`src/udrb_pkg.sv`:
```
// ----------------------------------------------------------------------------
// udrb_pkg
// Shared types and codes for the UART dual ring buffer.
// ----------------------------------------------------------------------------
package udrb_pkg;

    localparam int unsigned BYTE_W  = 8;
    localparam int unsigned LEVEL_W = 6;

    typedef enum logic [1:0] {
        KIND_WRITE = 2'd0,
        KIND_READ  = 2'd1,
        KIND_LINE  = 2'd2,
        KIND_NONE  = 2'd3
    } t_kind;

    // per-item outcome handed from the pointer logic to the result stage
    typedef struct packed {
        logic               tx_pop;
        logic               rx_pop;
        logic               irq_on;
        logic [LEVEL_W-1:0] rx_level;
    } t_ctrl_res;

endpackage

```
`src/udrb_if.sv`:
```
// ----------------------------------------------------------------------------
// udrb_if
// Valid/ready channels for input items and result items.
// ----------------------------------------------------------------------------
interface udrb_in_if;
    import udrb_pkg::*;
    logic              valid;
    logic              ready;
    logic [1:0]        kind;
    logic [BYTE_W-1:0] host_byte;
    logic              txe_flag;
    logic              rxne_flag;
    logic [BYTE_W-1:0] line_byte;

    modport source (output valid, kind, host_byte, txe_flag, rxne_flag, line_byte,
                    input ready);
    modport sink   (input valid, kind, host_byte, txe_flag, rxne_flag, line_byte,
                    output ready);
endinterface

interface udrb_out_if;
    import udrb_pkg::*;
    logic               valid;
    logic               ready;
    logic [BYTE_W-1:0]  read_byte;
    logic               tx_valid;
    logic [BYTE_W-1:0]  tx_byte;
    logic               tx_irq_on;
    logic [LEVEL_W-1:0] rx_level;

    modport source (output valid, read_byte, tx_valid, tx_byte, tx_irq_on, rx_level,
                    input ready);
    modport sink   (input valid, read_byte, tx_valid, tx_byte, tx_irq_on, rx_level,
                    output ready);
endinterface

```
`src/udrb_ram.sv`:
```
// ----------------------------------------------------------------------------
// udrb_ram
// Simple dual-port byte RAM, one write and one registered read per cycle.
// ----------------------------------------------------------------------------
module udrb_ram
    import udrb_pkg::*;
#(
    parameter int unsigned DEPTH = 64,
    parameter int unsigned AW    = 6
) (
    input  logic              i_clk,
    input  logic              i_we,
    input  logic [AW-1:0]     i_waddr,
    input  logic [BYTE_W-1:0] i_wdata,
    input  logic              i_re,
    input  logic [AW-1:0]     i_raddr,
    output logic [BYTE_W-1:0] o_rdata
);

    logic [BYTE_W-1:0] mem [DEPTH];
    logic [BYTE_W-1:0] r_rdata;

    always_ff @(posedge i_clk) begin
        if (i_we) begin
            mem[i_waddr] <= i_wdata;
        end
    end

    // read data holds until the next read
    always_ff @(posedge i_clk) begin
        if (i_re) begin
            r_rdata <= mem[i_raddr];
        end
    end

    assign o_rdata = r_rdata;

endmodule

```
`src/udrb_ctrl.sv`:
```
// ----------------------------------------------------------------------------
// udrb_ctrl
// Ring pointers and interrupt enable; decides the memory accesses per item.
// ----------------------------------------------------------------------------
module udrb_ctrl
    import udrb_pkg::*;
#(
    parameter int unsigned AW = 6
) (
    input  logic              i_clk,
    input  logic              i_rst_n,
    input  logic              i_accept,
    input  t_kind             i_kind,
    input  logic              i_txe,
    input  logic              i_rxne,
    output logic              o_tx_we,
    output logic [AW-1:0]     o_tx_waddr,
    output logic              o_tx_re,
    output logic [AW-1:0]     o_tx_raddr,
    output logic              o_rx_we,
    output logic [AW-1:0]     o_rx_waddr,
    output logic              o_rx_re,
    output logic [AW-1:0]     o_rx_raddr,
    output t_ctrl_res         o_res
);

    localparam int unsigned LW = (AW > LEVEL_W) ? AW : LEVEL_W;

    logic [AW-1:0] r_tx_head, r_tx_tail, r_rx_head, r_rx_tail;
    logic [AW-1:0] n_tx_head, n_tx_tail, n_rx_head, n_rx_tail;
    logic          r_irq, n_irq;
    logic          tx_full, tx_empty, rx_full, rx_empty;
    logic          tx_pop, rx_pop;
    logic [AW-1:0] level_aw;
    logic [LW-1:0] level_w;

    assign tx_full  = (r_tx_head + AW'(1)) == r_tx_tail;
    assign tx_empty = r_tx_head == r_tx_tail;
    assign rx_full  = (r_rx_head + AW'(1)) == r_rx_tail;
    assign rx_empty = r_rx_head == r_rx_tail;

    always_comb begin
        n_tx_head = r_tx_head;
        n_tx_tail = r_tx_tail;
        n_rx_head = r_rx_head;
        n_rx_tail = r_rx_tail;
        n_irq     = r_irq;
        o_tx_we   = 1'b0;
        o_rx_we   = 1'b0;
        tx_pop    = 1'b0;
        rx_pop    = 1'b0;
        if (i_accept) begin
            unique case (i_kind)
                KIND_WRITE: begin
                    if (!tx_full) begin
                        o_tx_we   = 1'b1;
                        n_tx_head = r_tx_head + AW'(1);
                        n_irq     = 1'b1;
                    end
                end
                KIND_READ: begin
                    if (!rx_empty) begin
                        rx_pop    = 1'b1;
                        n_rx_tail = r_rx_tail + AW'(1);
                    end
                end
                KIND_LINE: begin
                    if (i_txe && !tx_empty) begin
                        // a sent byte ends the event
                        tx_pop    = 1'b1;
                        n_tx_tail = r_tx_tail + AW'(1);
                    end else begin
                        if (i_txe) begin
                            n_irq = 1'b0;
                        end
                        if (i_rxne && !rx_full) begin
                            o_rx_we   = 1'b1;
                            n_rx_head = r_rx_head + AW'(1);
                        end
                    end
                end
                KIND_NONE: begin
                end
                default: begin
                end
            endcase
        end
    end

    always_ff @(posedge i_clk) begin
        if (!i_rst_n) begin
            r_tx_head <= '0;
            r_tx_tail <= '0;
            r_rx_head <= '0;
            r_rx_tail <= '0;
            r_irq     <= 1'b0;
        end else begin
            r_tx_head <= n_tx_head;
            r_tx_tail <= n_tx_tail;
            r_rx_head <= n_rx_head;
            r_rx_tail <= n_rx_tail;
            r_irq     <= n_irq;
        end
    end

    assign o_tx_waddr = r_tx_head;
    assign o_tx_re    = tx_pop;
    assign o_tx_raddr = r_tx_tail;
    assign o_rx_waddr = r_rx_head;
    assign o_rx_re    = rx_pop;
    assign o_rx_raddr = r_rx_tail;

    assign level_aw = n_rx_head - n_rx_tail;
    assign level_w  = LW'(level_aw);

    assign o_res.tx_pop   = tx_pop;
    assign o_res.rx_pop   = rx_pop;
    assign o_res.irq_on   = n_irq;
    assign o_res.rx_level = level_w[LEVEL_W-1:0];

endmodule

```
`src/uart_dual_ring_buffer_unit.sv`:
```
// ----------------------------------------------------------------------------
// uart_dual_ring_buffer_unit
// Transmit and receive byte rings between a host and a serial line.
// ----------------------------------------------------------------------------
// Each item (host write, host read or line event) gives one result item. The
// pointer update and the registered RAM read both happen at the accepting
// edge, and the result register loads as the item leaves stage one. Pointers
// move as an item is taken, so a new item is accepted every cycle while the
// result side takes them. When the result side stalls, the block holds two
// items and then holds off its input. Each ring RAM sees at most one write or
// one read per item, and a write lands before any later read of that slot.
// Each ring holds up to RING_DEPTH-1 bytes. No clearing pass after reset.
module uart_dual_ring_buffer_unit
    import udrb_pkg::*;
#(
    parameter int unsigned RING_DEPTH = 64
) (
    input  logic      i_clk,
    input  logic      i_rst_n,
    udrb_in_if.sink   i_item,
    udrb_out_if.source o_res
);

    localparam int unsigned AW = (RING_DEPTH > 1) ? $clog2(RING_DEPTH) : 1;

    logic              accept;
    logic              s1_adv;
    logic              tx_we, tx_re, rx_we, rx_re;
    logic [AW-1:0]     tx_waddr, tx_raddr, rx_waddr, rx_raddr;
    logic [BYTE_W-1:0] tx_rdata, rx_rdata;
    t_ctrl_res         ctrl_res;

    logic              r_s1_valid, n_s1_valid;
    t_ctrl_res         r_s1;
    logic              r_out_valid, n_out_valid;
    logic [BYTE_W-1:0] r_read_byte, r_tx_byte;
    logic              r_tx_valid, r_irq_on;
    logic [LEVEL_W-1:0] r_rx_level;

    assign s1_adv       = r_s1_valid && (!r_out_valid || o_res.ready);
    assign i_item.ready = !r_s1_valid || s1_adv;
    assign accept       = i_item.valid && i_item.ready;

    udrb_ctrl #(.AW(AW)) u_ctrl (
        .i_clk      (i_clk),
        .i_rst_n    (i_rst_n),
        .i_accept   (accept),
        .i_kind     (t_kind'(i_item.kind)),
        .i_txe      (i_item.txe_flag),
        .i_rxne     (i_item.rxne_flag),
        .o_tx_we    (tx_we),
        .o_tx_waddr (tx_waddr),
        .o_tx_re    (tx_re),
        .o_tx_raddr (tx_raddr),
        .o_rx_we    (rx_we),
        .o_rx_waddr (rx_waddr),
        .o_rx_re    (rx_re),
        .o_rx_raddr (rx_raddr),
        .o_res      (ctrl_res)
    );

    udrb_ram #(.DEPTH(RING_DEPTH), .AW(AW)) u_tx_ram (
        .i_clk   (i_clk),
        .i_we    (tx_we),
        .i_waddr (tx_waddr),
        .i_wdata (i_item.host_byte),
        .i_re    (tx_re),
        .i_raddr (tx_raddr),
        .o_rdata (tx_rdata)
    );

    udrb_ram #(.DEPTH(RING_DEPTH), .AW(AW)) u_rx_ram (
        .i_clk   (i_clk),
        .i_we    (rx_we),
        .i_waddr (rx_waddr),
        .i_wdata (i_item.line_byte),
        .i_re    (rx_re),
        .i_raddr (rx_raddr),
        .o_rdata (rx_rdata)
    );

    always_comb begin
        n_s1_valid = r_s1_valid;
        if (accept) begin
            n_s1_valid = 1'b1;
        end else if (s1_adv) begin
            n_s1_valid = 1'b0;
        end
        n_out_valid = r_out_valid;
        if (s1_adv) begin
            n_out_valid = 1'b1;
        end else if (o_res.ready) begin
            n_out_valid = 1'b0;
        end
    end

    always_ff @(posedge i_clk) begin
        if (!i_rst_n) begin
            r_s1_valid  <= 1'b0;
            r_out_valid <= 1'b0;
        end else begin
            r_s1_valid  <= n_s1_valid;
            r_out_valid <= n_out_valid;
        end
    end

    always_ff @(posedge i_clk) begin
        if (accept) begin
            r_s1 <= ctrl_res;
        end
    end

    // RAM read data is valid while the item sits in stage one
    always_ff @(posedge i_clk) begin
        if (s1_adv) begin
            r_read_byte <= r_s1.rx_pop ? rx_rdata : '0;
            r_tx_valid  <= r_s1.tx_pop;
            r_tx_byte   <= r_s1.tx_pop ? tx_rdata : '0;
            r_irq_on    <= r_s1.irq_on;
            r_rx_level  <= r_s1.rx_level;
        end
    end

    assign o_res.valid     = r_out_valid;
    assign o_res.read_byte = r_read_byte;
    assign o_res.tx_valid  = r_tx_valid;
    assign o_res.tx_byte   = r_tx_byte;
    assign o_res.tx_irq_on = r_irq_on;
    assign o_res.rx_level  = r_rx_level;

    a_no_take_when_blocked: assert property (@(posedge i_clk) disable iff (!i_rst_n)
        (r_s1_valid && !s1_adv) |-> !accept)
        else $error("item taken while stage one is blocked");

    a_tx_byte_zero: assert property (@(posedge i_clk) disable iff (!i_rst_n)
        (o_res.valid && !o_res.tx_valid) |-> (o_res.tx_byte == '0))
        else $error("tx_byte non-zero without tx_valid");

    a_send_no_read: assert property (@(posedge i_clk) disable iff (!i_rst_n)
        (o_res.valid && o_res.tx_valid) |-> (o_res.read_byte == '0))
        else $error("line send and host read in one item");

    a_one_ram_op: assert property (@(posedge i_clk) disable iff (!i_rst_n)
        $countones({tx_we, tx_re, rx_we, rx_re}) <= 1)
        else $error("more than one ring access for one item");

endmodule
```
`src/flat_wrapper.sv`:
```
// flat-port wrapper written by rule: the top's interface ports become plain ports
module uart_dual_ring_buffer_unit_flat import udrb_pkg::*;
#(
    parameter int unsigned RING_DEPTH = 64
)
  (i_clk, i_rst_n, i_item_valid, i_item_kind, i_item_host_byte, i_item_txe_flag, i_item_rxne_flag, i_item_line_byte, i_item_ready, o_res_valid, o_res_read_byte, o_res_tx_valid, o_res_tx_byte, o_res_tx_irq_on, o_res_rx_level, o_res_ready);
  udrb_in_if i_item_i ();
  udrb_out_if o_res_i ();
  input  logic i_clk;
  input  logic i_rst_n;
  input wire logic [$bits(i_item_i.valid)-1:0] i_item_valid;
  input wire logic [$bits(i_item_i.kind)-1:0] i_item_kind;
  input wire logic [$bits(i_item_i.host_byte)-1:0] i_item_host_byte;
  input wire logic [$bits(i_item_i.txe_flag)-1:0] i_item_txe_flag;
  input wire logic [$bits(i_item_i.rxne_flag)-1:0] i_item_rxne_flag;
  input wire logic [$bits(i_item_i.line_byte)-1:0] i_item_line_byte;
  output wire logic [$bits(i_item_i.ready)-1:0] i_item_ready;
  output wire logic [$bits(o_res_i.valid)-1:0] o_res_valid;
  output wire logic [$bits(o_res_i.read_byte)-1:0] o_res_read_byte;
  output wire logic [$bits(o_res_i.tx_valid)-1:0] o_res_tx_valid;
  output wire logic [$bits(o_res_i.tx_byte)-1:0] o_res_tx_byte;
  output wire logic [$bits(o_res_i.tx_irq_on)-1:0] o_res_tx_irq_on;
  output wire logic [$bits(o_res_i.rx_level)-1:0] o_res_rx_level;
  input wire logic [$bits(o_res_i.ready)-1:0] o_res_ready;
  assign i_item_i.valid = i_item_valid;
  assign i_item_i.kind = i_item_kind;
  assign i_item_i.host_byte = i_item_host_byte;
  assign i_item_i.txe_flag = i_item_txe_flag;
  assign i_item_i.rxne_flag = i_item_rxne_flag;
  assign i_item_i.line_byte = i_item_line_byte;
  assign i_item_ready = i_item_i.ready;
  assign o_res_valid = o_res_i.valid;
  assign o_res_read_byte = o_res_i.read_byte;
  assign o_res_tx_valid = o_res_i.tx_valid;
  assign o_res_tx_byte = o_res_i.tx_byte;
  assign o_res_tx_irq_on = o_res_i.tx_irq_on;
  assign o_res_rx_level = o_res_i.rx_level;
  assign o_res_i.ready = o_res_ready;
  uart_dual_ring_buffer_unit #(.RING_DEPTH(RING_DEPTH)) u_core (.i_clk(i_clk), .i_rst_n(i_rst_n), .i_item(i_item_i), .o_res(o_res_i));
endmodule
```
`config.mk`:
```
export PLATFORM = sky130hd
export DESIGN_NAME = uart_dual_ring_buffer_unit_flat
export DESIGN_NICKNAME = d
export VERILOG_FILES = /design/src/udrb_pkg.sv /design/src/udrb_if.sv /design/src/udrb_ram.sv /design/src/udrb_ctrl.sv /design/src/uart_dual_ring_buffer_unit.sv /design/src/flat_wrapper.sv
export SDC_FILE = /design/constraint.sdc
export NUM_CORES = 1
export LEC_CHECK = 0
export BUFFER_PORTS_ARGS = -buffer_cell sky130_fd_sc_hd__buf_2
export CAP_MARGIN = 20
export CORE_AREA = 4 4 301 303
export DETAILED_ROUTE_END_ITERATION = 8
export DIE_AREA = 0 0 305 307
export SYNTH_ARGS = -nofsm -noshare
export SYNTH_HDL_FRONTEND = slang
export SYNTH_HIERARCHICAL = 1
export SYNTH_SLANG_ARGS = --single-unit
```
`constraint.sdc`:
```
create_clock -name i_clk -period 10.6 [get_ports i_clk]
set_input_delay 2.12 -clock i_clk [delete_from_list [all_inputs] [get_ports i_clk]]
set_output_delay 2.12 -clock i_clk [all_outputs]
set_load 0.05 [all_outputs]
```
# After elaboration in Yosys (flattened, before gate mapping)
# Memories as Yosys holds them, arrays and structs flattened. A register that Yosys moved wholly into a read port is not among the register bits.
# Index checks and enable logic that the tools add are counted.
# op_classes
mul,0
eq_ne,6
n_reduce_logical,15
muxes,33
n_lt_le_gt_ge,0
div,0
addsub,5
bitwise,1
shifts,0
# op_table
operator,n
2-to-1 mux 6 bit,7
2-to-1 mux 1 bit,25
"adder 6 x 1 -> 6 bit, second input constant",4
equality test 6 bit,4
AND reduction 3 bit,2
subtractor 6 bit,1
logical AND 1 bit,4
logical NOT 1 bit,4
nonzero test 2 bit,2
"equality test 2 x 1 -> 1 bit, second input constant",1
"equality test 2 bit, second input constant",1
logical NOT 2 bit,1
logical OR 1 bit,2
one-hot mux 1 bit (2 select lines),1
inverter 1 bit,1
# word_totals
memories,2
wordCells,78
latch_bits,0
regBits,60
mem_bits_ro,0
ram_bits,1024
inputBits,24
output_inout_bits,26
# mem_list
memory,depth,width,read_ports,rd_clocked_by_memory_dff,write_ports,line_no,text
u_core.u_rx_ram.mem,64,8,1,1,1,udrb_ram.sv:20,logic [BYTE_W-1:0] mem [DEPTH];
u_core.u_tx_ram.mem,64,8,1,1,1,udrb_ram.sv:20,

# Logic depth before layout (Yosys ltp)
# depth
depth_word,10
depth_mapped,14
depth_no_buf,13

# Hierarchy
# The synthesis kept the hierarchy.
# modules_own_cells
mod,area_per_inst_um2,cells_each,seq_area_each_um2,instances
udrb_ram,20246.9,940,15615.0,2
udrb_ctrl,1846.8,212,500.5,1
uart_dual_ring_buffer_unit,1184.9,58,1031.0,1

# Least setup slack after synthesis
# OpenSTA, ideal clock, no wires.
# synth_timing
path_type,input to register
startpoint,input o_res_ready
endpoint,memory u_core.u_tx_ram.mem[62][0] (enable)
t_required_ns,10.230
arrival_ns,4.806
setup_ns,0.370
n_path_buf,0
path_stages,7
path_slack_ns,5.424
cell_sequence,and2b_4 > a21oi_1 > or3b_2 > a31oi_2 > nor2b_1 > nand3_1 > nor2_1
# synth_between
elab_chain_cells,7
# synth_rtl
element,line_no,text
start: declaration,flat_wrapper.sv:24,input wire logic [$bits(o_res_i.ready)-1:0] o_res_ready;
logical OR 1 bit,uart_dual_ring_buffer_unit.sv:40,assign s1_adv = r_s1_valid && (!r_out_valid || o_res.ready);
logical AND 1 bit,uart_dual_ring_buffer_unit.sv:40,
logical OR 1 bit,uart_dual_ring_buffer_unit.sv:41,assign i_item.ready = !r_s1_valid || s1_adv;
logical AND 1 bit,uart_dual_ring_buffer_unit.sv:42,assign accept = i_item.valid && i_item.ready;
named net u_core.accept,uart_dual_ring_buffer_unit.sv:26,logic accept;
2-to-1 mux 1 bit,udrb_ctrl.sv:52,if (i_accept) begin
named net u_core.tx_we,uart_dual_ring_buffer_unit.sv:28,"logic tx_we, tx_re, rx_we, rx_re;"
2-to-1 mux 1 bit,udrb_ram.sv:24,if (i_we) begin
2-to-1 mux 1 bit (implied by the code),udrb_ram.sv:25,mem[i_waddr] <= i_wdata;
end: declaration,udrb_ram.sv:20,
# The timed path passes the listed nets, and every way through them passes these cells.

# Worst setup path in the final report
# layout_timing
startpoint,input o_res_ready
endpoint,memory u_core.u_rx_ram.mem[46][0] (enable)
# layout_between
elab_chain_cells,7
# layout_rtl
element,line_no
logical OR 1 bit,uart_dual_ring_buffer_unit.sv:40
logical AND 1 bit,uart_dual_ring_buffer_unit.sv:40
logical OR 1 bit,uart_dual_ring_buffer_unit.sv:41
logical AND 1 bit,uart_dual_ring_buffer_unit.sv:42
named net u_core.accept,uart_dual_ring_buffer_unit.sv:26
2-to-1 mux 1 bit,udrb_ctrl.sv:52
named net u_core.rx_we,uart_dual_ring_buffer_unit.sv:28
2-to-1 mux 1 bit,udrb_ram.sv:24
2-to-1 mux 1 bit (implied by the code),udrb_ram.sv:25
end: declaration,udrb_ram.sv:20
# The timed path passes the listed nets, and every way through them passes these cells.

==> flow_summary_export.csv <==
group,metric,value,unit
outcome,status,"complete, no violations",
floorplan,start_util,49.48,%
synthesis,yosysWarnings,6,
synthesis,async_flop_share,0,%
place,gp_congestion,0.8003,
drt,post_drt_wl_per_cell,28.76,um
sta,skew,0.01999,ns
critical_path,path_class,"input port to flop",
synthesis,syn_area,43530,sq um
layout,syn_to_final_growth,11.21,%
synthesis,synth_edf_count,1073,
synthesis,synth_top_area_cell,"edfxtp_1",
clock_tree,clock_sinks,1100,
layout,regArea,32790,sq um
layout,nFillCells,6631,
power_and_ir_drop,power_density,181.6,nW/um^2
place,io_buffers,49,
place,pre_cts_slack,4.337,ns
grt,grt_pass1_wl,147600,um
critical_path,start_kind,"input port",
sta,finalCritPeriodShare,49.23,%
grt,grt_pass1_vias,21412,
layout,multi_input_area,10020,sq um
synthesis,syn_inst,2150,
synthesis,ys.flop_type,"edfxtp_1",
clock_tree,cts.htree.levels,3,
floorplan,die-area,93640,sq um
layout,drive_gt1_share,23.64,%
layout,design_area,48410,sq um
synthesis,ys_ff_latch,1100,
clock_tree,clockBufferDepth,3,
sta,grt_setup_unrepaired,"false",
synthesis,yosys-top-cells-area,"edfxtp_1 74%, mux4_2 13%, nor2_1 1.5%, dfxtp_1 1.2%, mux2i_1 1.1%",
synthesis,synth_nets,2183,
drt,drtAntennaViolNets,0,
grt,antenna_found_initial,0,
sta,max_slew_margin,29.58,%
drt,vias_per_cell,6.064,
layout,layout.nets,2257,
floorplan,die_h,307,um
synthesis,yosysMostFrequentCell,"edfxtp_1",
run,cap_violations,0,
power_and_ir_drop,vdd_drop_max,144.7,uV
critical_path,cp.arrival,5.51,ns
synthesis,synthDistinctLibCells,71,
drt,post-route-drc-count,0,
sta,period_minus_slack,5.219,ns
clock_tree,clkTransAtPathRegs,0.06,ns
worst_hold_path,hold_class,"flop to flop",
sta,setup_tns,0,ns
drt,drtIter0Drc,1989,
sta,finalSetupViolCount,0,
drt,num_vias,21074,
synthesis,synth_top_cell_area_share,74.03,%
clock_tree,cts_setup_buffers,0,
sta,maxSlewViolCount,0,
clock_tree,cts.hold.buffers_added,0,
sta,timing.fmax,191.6,MHz
grt,gr-total-overflow,0,
sta,final-hold-violation-count,0,
floorplan,die_w,305,um
grt,grt_max_degree,113,
place,dp_hpwl,59560,um
synthesis,ys_seq_area_share,75.27,%
layout,n_antenna_cell,0,
power_and_ir_drop,power,8790,uW
sta,layout_setup_ws,5.381,ns
critical_path,crit_fanout,12,
layout,fin_util,55.03,%
place,place_area,44780,sq um
floorplan,pin_count,50,
floorplan,num_rows,109,
clock_tree,clkLatencyLatePin,0.66,ns
drt,drt_first_pass_iters,7,
critical_path,crit_path_end_kind,"flop",
drt,routed_wl,99930,um
critical_path,worstPathRequired,10.90,ns
sta,worstMarginPinSlew,1.043,ns
synthesis,postSynthAreaPerCell,20.24,sq um
clock_tree,cts_resized,0,
grt,grt.total_usage,21.41,%
power_and_ir_drop,p_leak,0.01448,uW
clock_tree,cts-buffers-inserted,107,
clock_tree,tritoncts,"yes",
clock_tree,clock-root-buffer,"clkbuf_16",
floorplan,core,87970,sq um
synthesis,ys_top_cells_by_count,"1,073 x edfxtp_1, 252 x mux4_2, 173 x nor2_1, 49 x mux2i_1, 49 x nand2_1",
[cell usage in the layout, fill, tap and decap left out, types with 6 or more instances in the layout]
| cell type | n |
|---|---|
| bufinv_16 | 17 |
| ha_1 | 8 |
| o221ai_1 | 16 |
| clkinv_2 | 18 |
| a211oi_1 | 10 |
| and2_1 | 35 |
| nand2_1 | 49 |
| a22oi_1 | 6 |
| nor2b_1 | 39 |
| dfxtp_1 | 19 |
| nor3_1 | 15 |
| clkbuf_16 | 108 |
| mux2_2 | 26 |
| o2111ai_1 | 6 |
| mux4_2 | 252 |
| o2bb2ai_1 | 6 |
| a21oi_1 | 12 |
| buf_2 | 44 |
| clkinv_4 | 7 |
| nand4_1 | 13 |
| inv_1 | 11 |
| mux2i_1 | 49 |
| nand3b_1 | 8 |
| clkinvlp_4 | 6 |
| xnor2_1 | 30 |
| nand2b_1 | 15 |
| a221oi_1 | 13 |
| dfxtp_4 | 6 |
| o22ai_1 | 17 |
| clkbuf_1 | 17 |
| buf_4 | 33 |
| o21ai_0 | 7 |
| clkinv_1 | 20 |
| xor2_1 | 14 |
| nor2_1 | 173 |
| nand3_1 | 32 |
| edfxtp_1 | 1073 |
[worst max-delay path, stage by stage]
cell	delay (ns)
buf_2	0.08
and2b_4	0.19
a21oi_1	0.60
and4b_2	0.35
o211a_1	0.48
nor2b_1	0.33
nand3_1	0.58
nor2_1	0.77
[per-stage QoR]
step	hold slack, ns	instances
2_1_floorplan	0.4003	2150
3_3_place_gp	0.4072	3274
3_5_place_dp	0.4045	3275
4_1_cts	0.4143	3470
5_1_grt	0.4186	3475
6_report	0.4126	3475
[logic make-up after synthesis]
| kind of cell | after synthesis | synth area share, % |
|---|---|---|
| mux | 327 | 14.84 |
| buf+inv | 126 | 1.708 |
| fa+ha+maj | 10 | 0.3018 |
| compound gates | 139 | 2.484 |
| simple gates | 403 | 4.476 |
| flops | 1100 | 75.27 |
| xor+xnor | 45 | 0.9228 |
[state kept, by name, summed over array words and instances (netlist names)]
signal                    cells
u_core/r_s1                   9
u_core/u_ctrl/o_rx_raddr      6
u_core/u_ctrl/o_tx_waddr      6
u_core/o_res.tx_valid         1
u_core/u_ctrl/o_rx_waddr      6
u_core/r_s1_valid             1
u_core/u_tx_ram/mem         512
u_core/o_res.tx_irq_on        1
u_core/o_res.valid            1
u_core/u_rx_ram/o_rdata       8
u_core/u_tx_ram/o_rdata       8
u_core/o_res.read_byte        8
u_core/u_ctrl/r_irq           1
u_core/o_res.tx_byte          8
u_core/u_ctrl/o_tx_raddr      6
u_core/u_rx_ram/mem         512
u_core/o_res.rx_level         6
[path summary, 6_finish.rpt]
check                              startpoint                    endpoint  slack (ns)  cells after the start
setup / recovery                  o_res_ready  u_core/u_rx_ram/mem[46][0]        5.38                      8
hold / removal                 u_core/r_s1[0]    u_core/o_res.rx_level[0]        0.41                      0
setup reg to reg  u_core/u_ctrl/o_tx_raddr[0]  u_core/u_tx_ram/o_rdata[6]        6.21                      7
hold reg to reg                u_core/r_s1[0]    u_core/o_res.rx_level[0]        0.41                      0
[area by class of cell]
type,instances,area share [%]
Tap cell,1165,3.011
Timing Repair Buffer,80,1.088
Clock buffer,125,5.715
Multi-Input combinational cell,924,20.70
Sequential cell,1100,67.73
Clock inverter,70,1.667
Inverter,11,0.08530
[layer usage]
layer	vias to the layer above	track usage [%]	wire length, um
li1	8979	-	-
met1	11181	29.81	41220
met2	780	36.00	50390
met3	134	2.886	5650
met4	0	6.123	2661
met5	-	0	0
[power by group]
part           internal [uW]  switching [uW]
clock                   2280            1580
combinational           31.3             121
sequential              4780            5.61
total                   7090            1700
No activity file was read; power rests on OpenSTA's default activity.
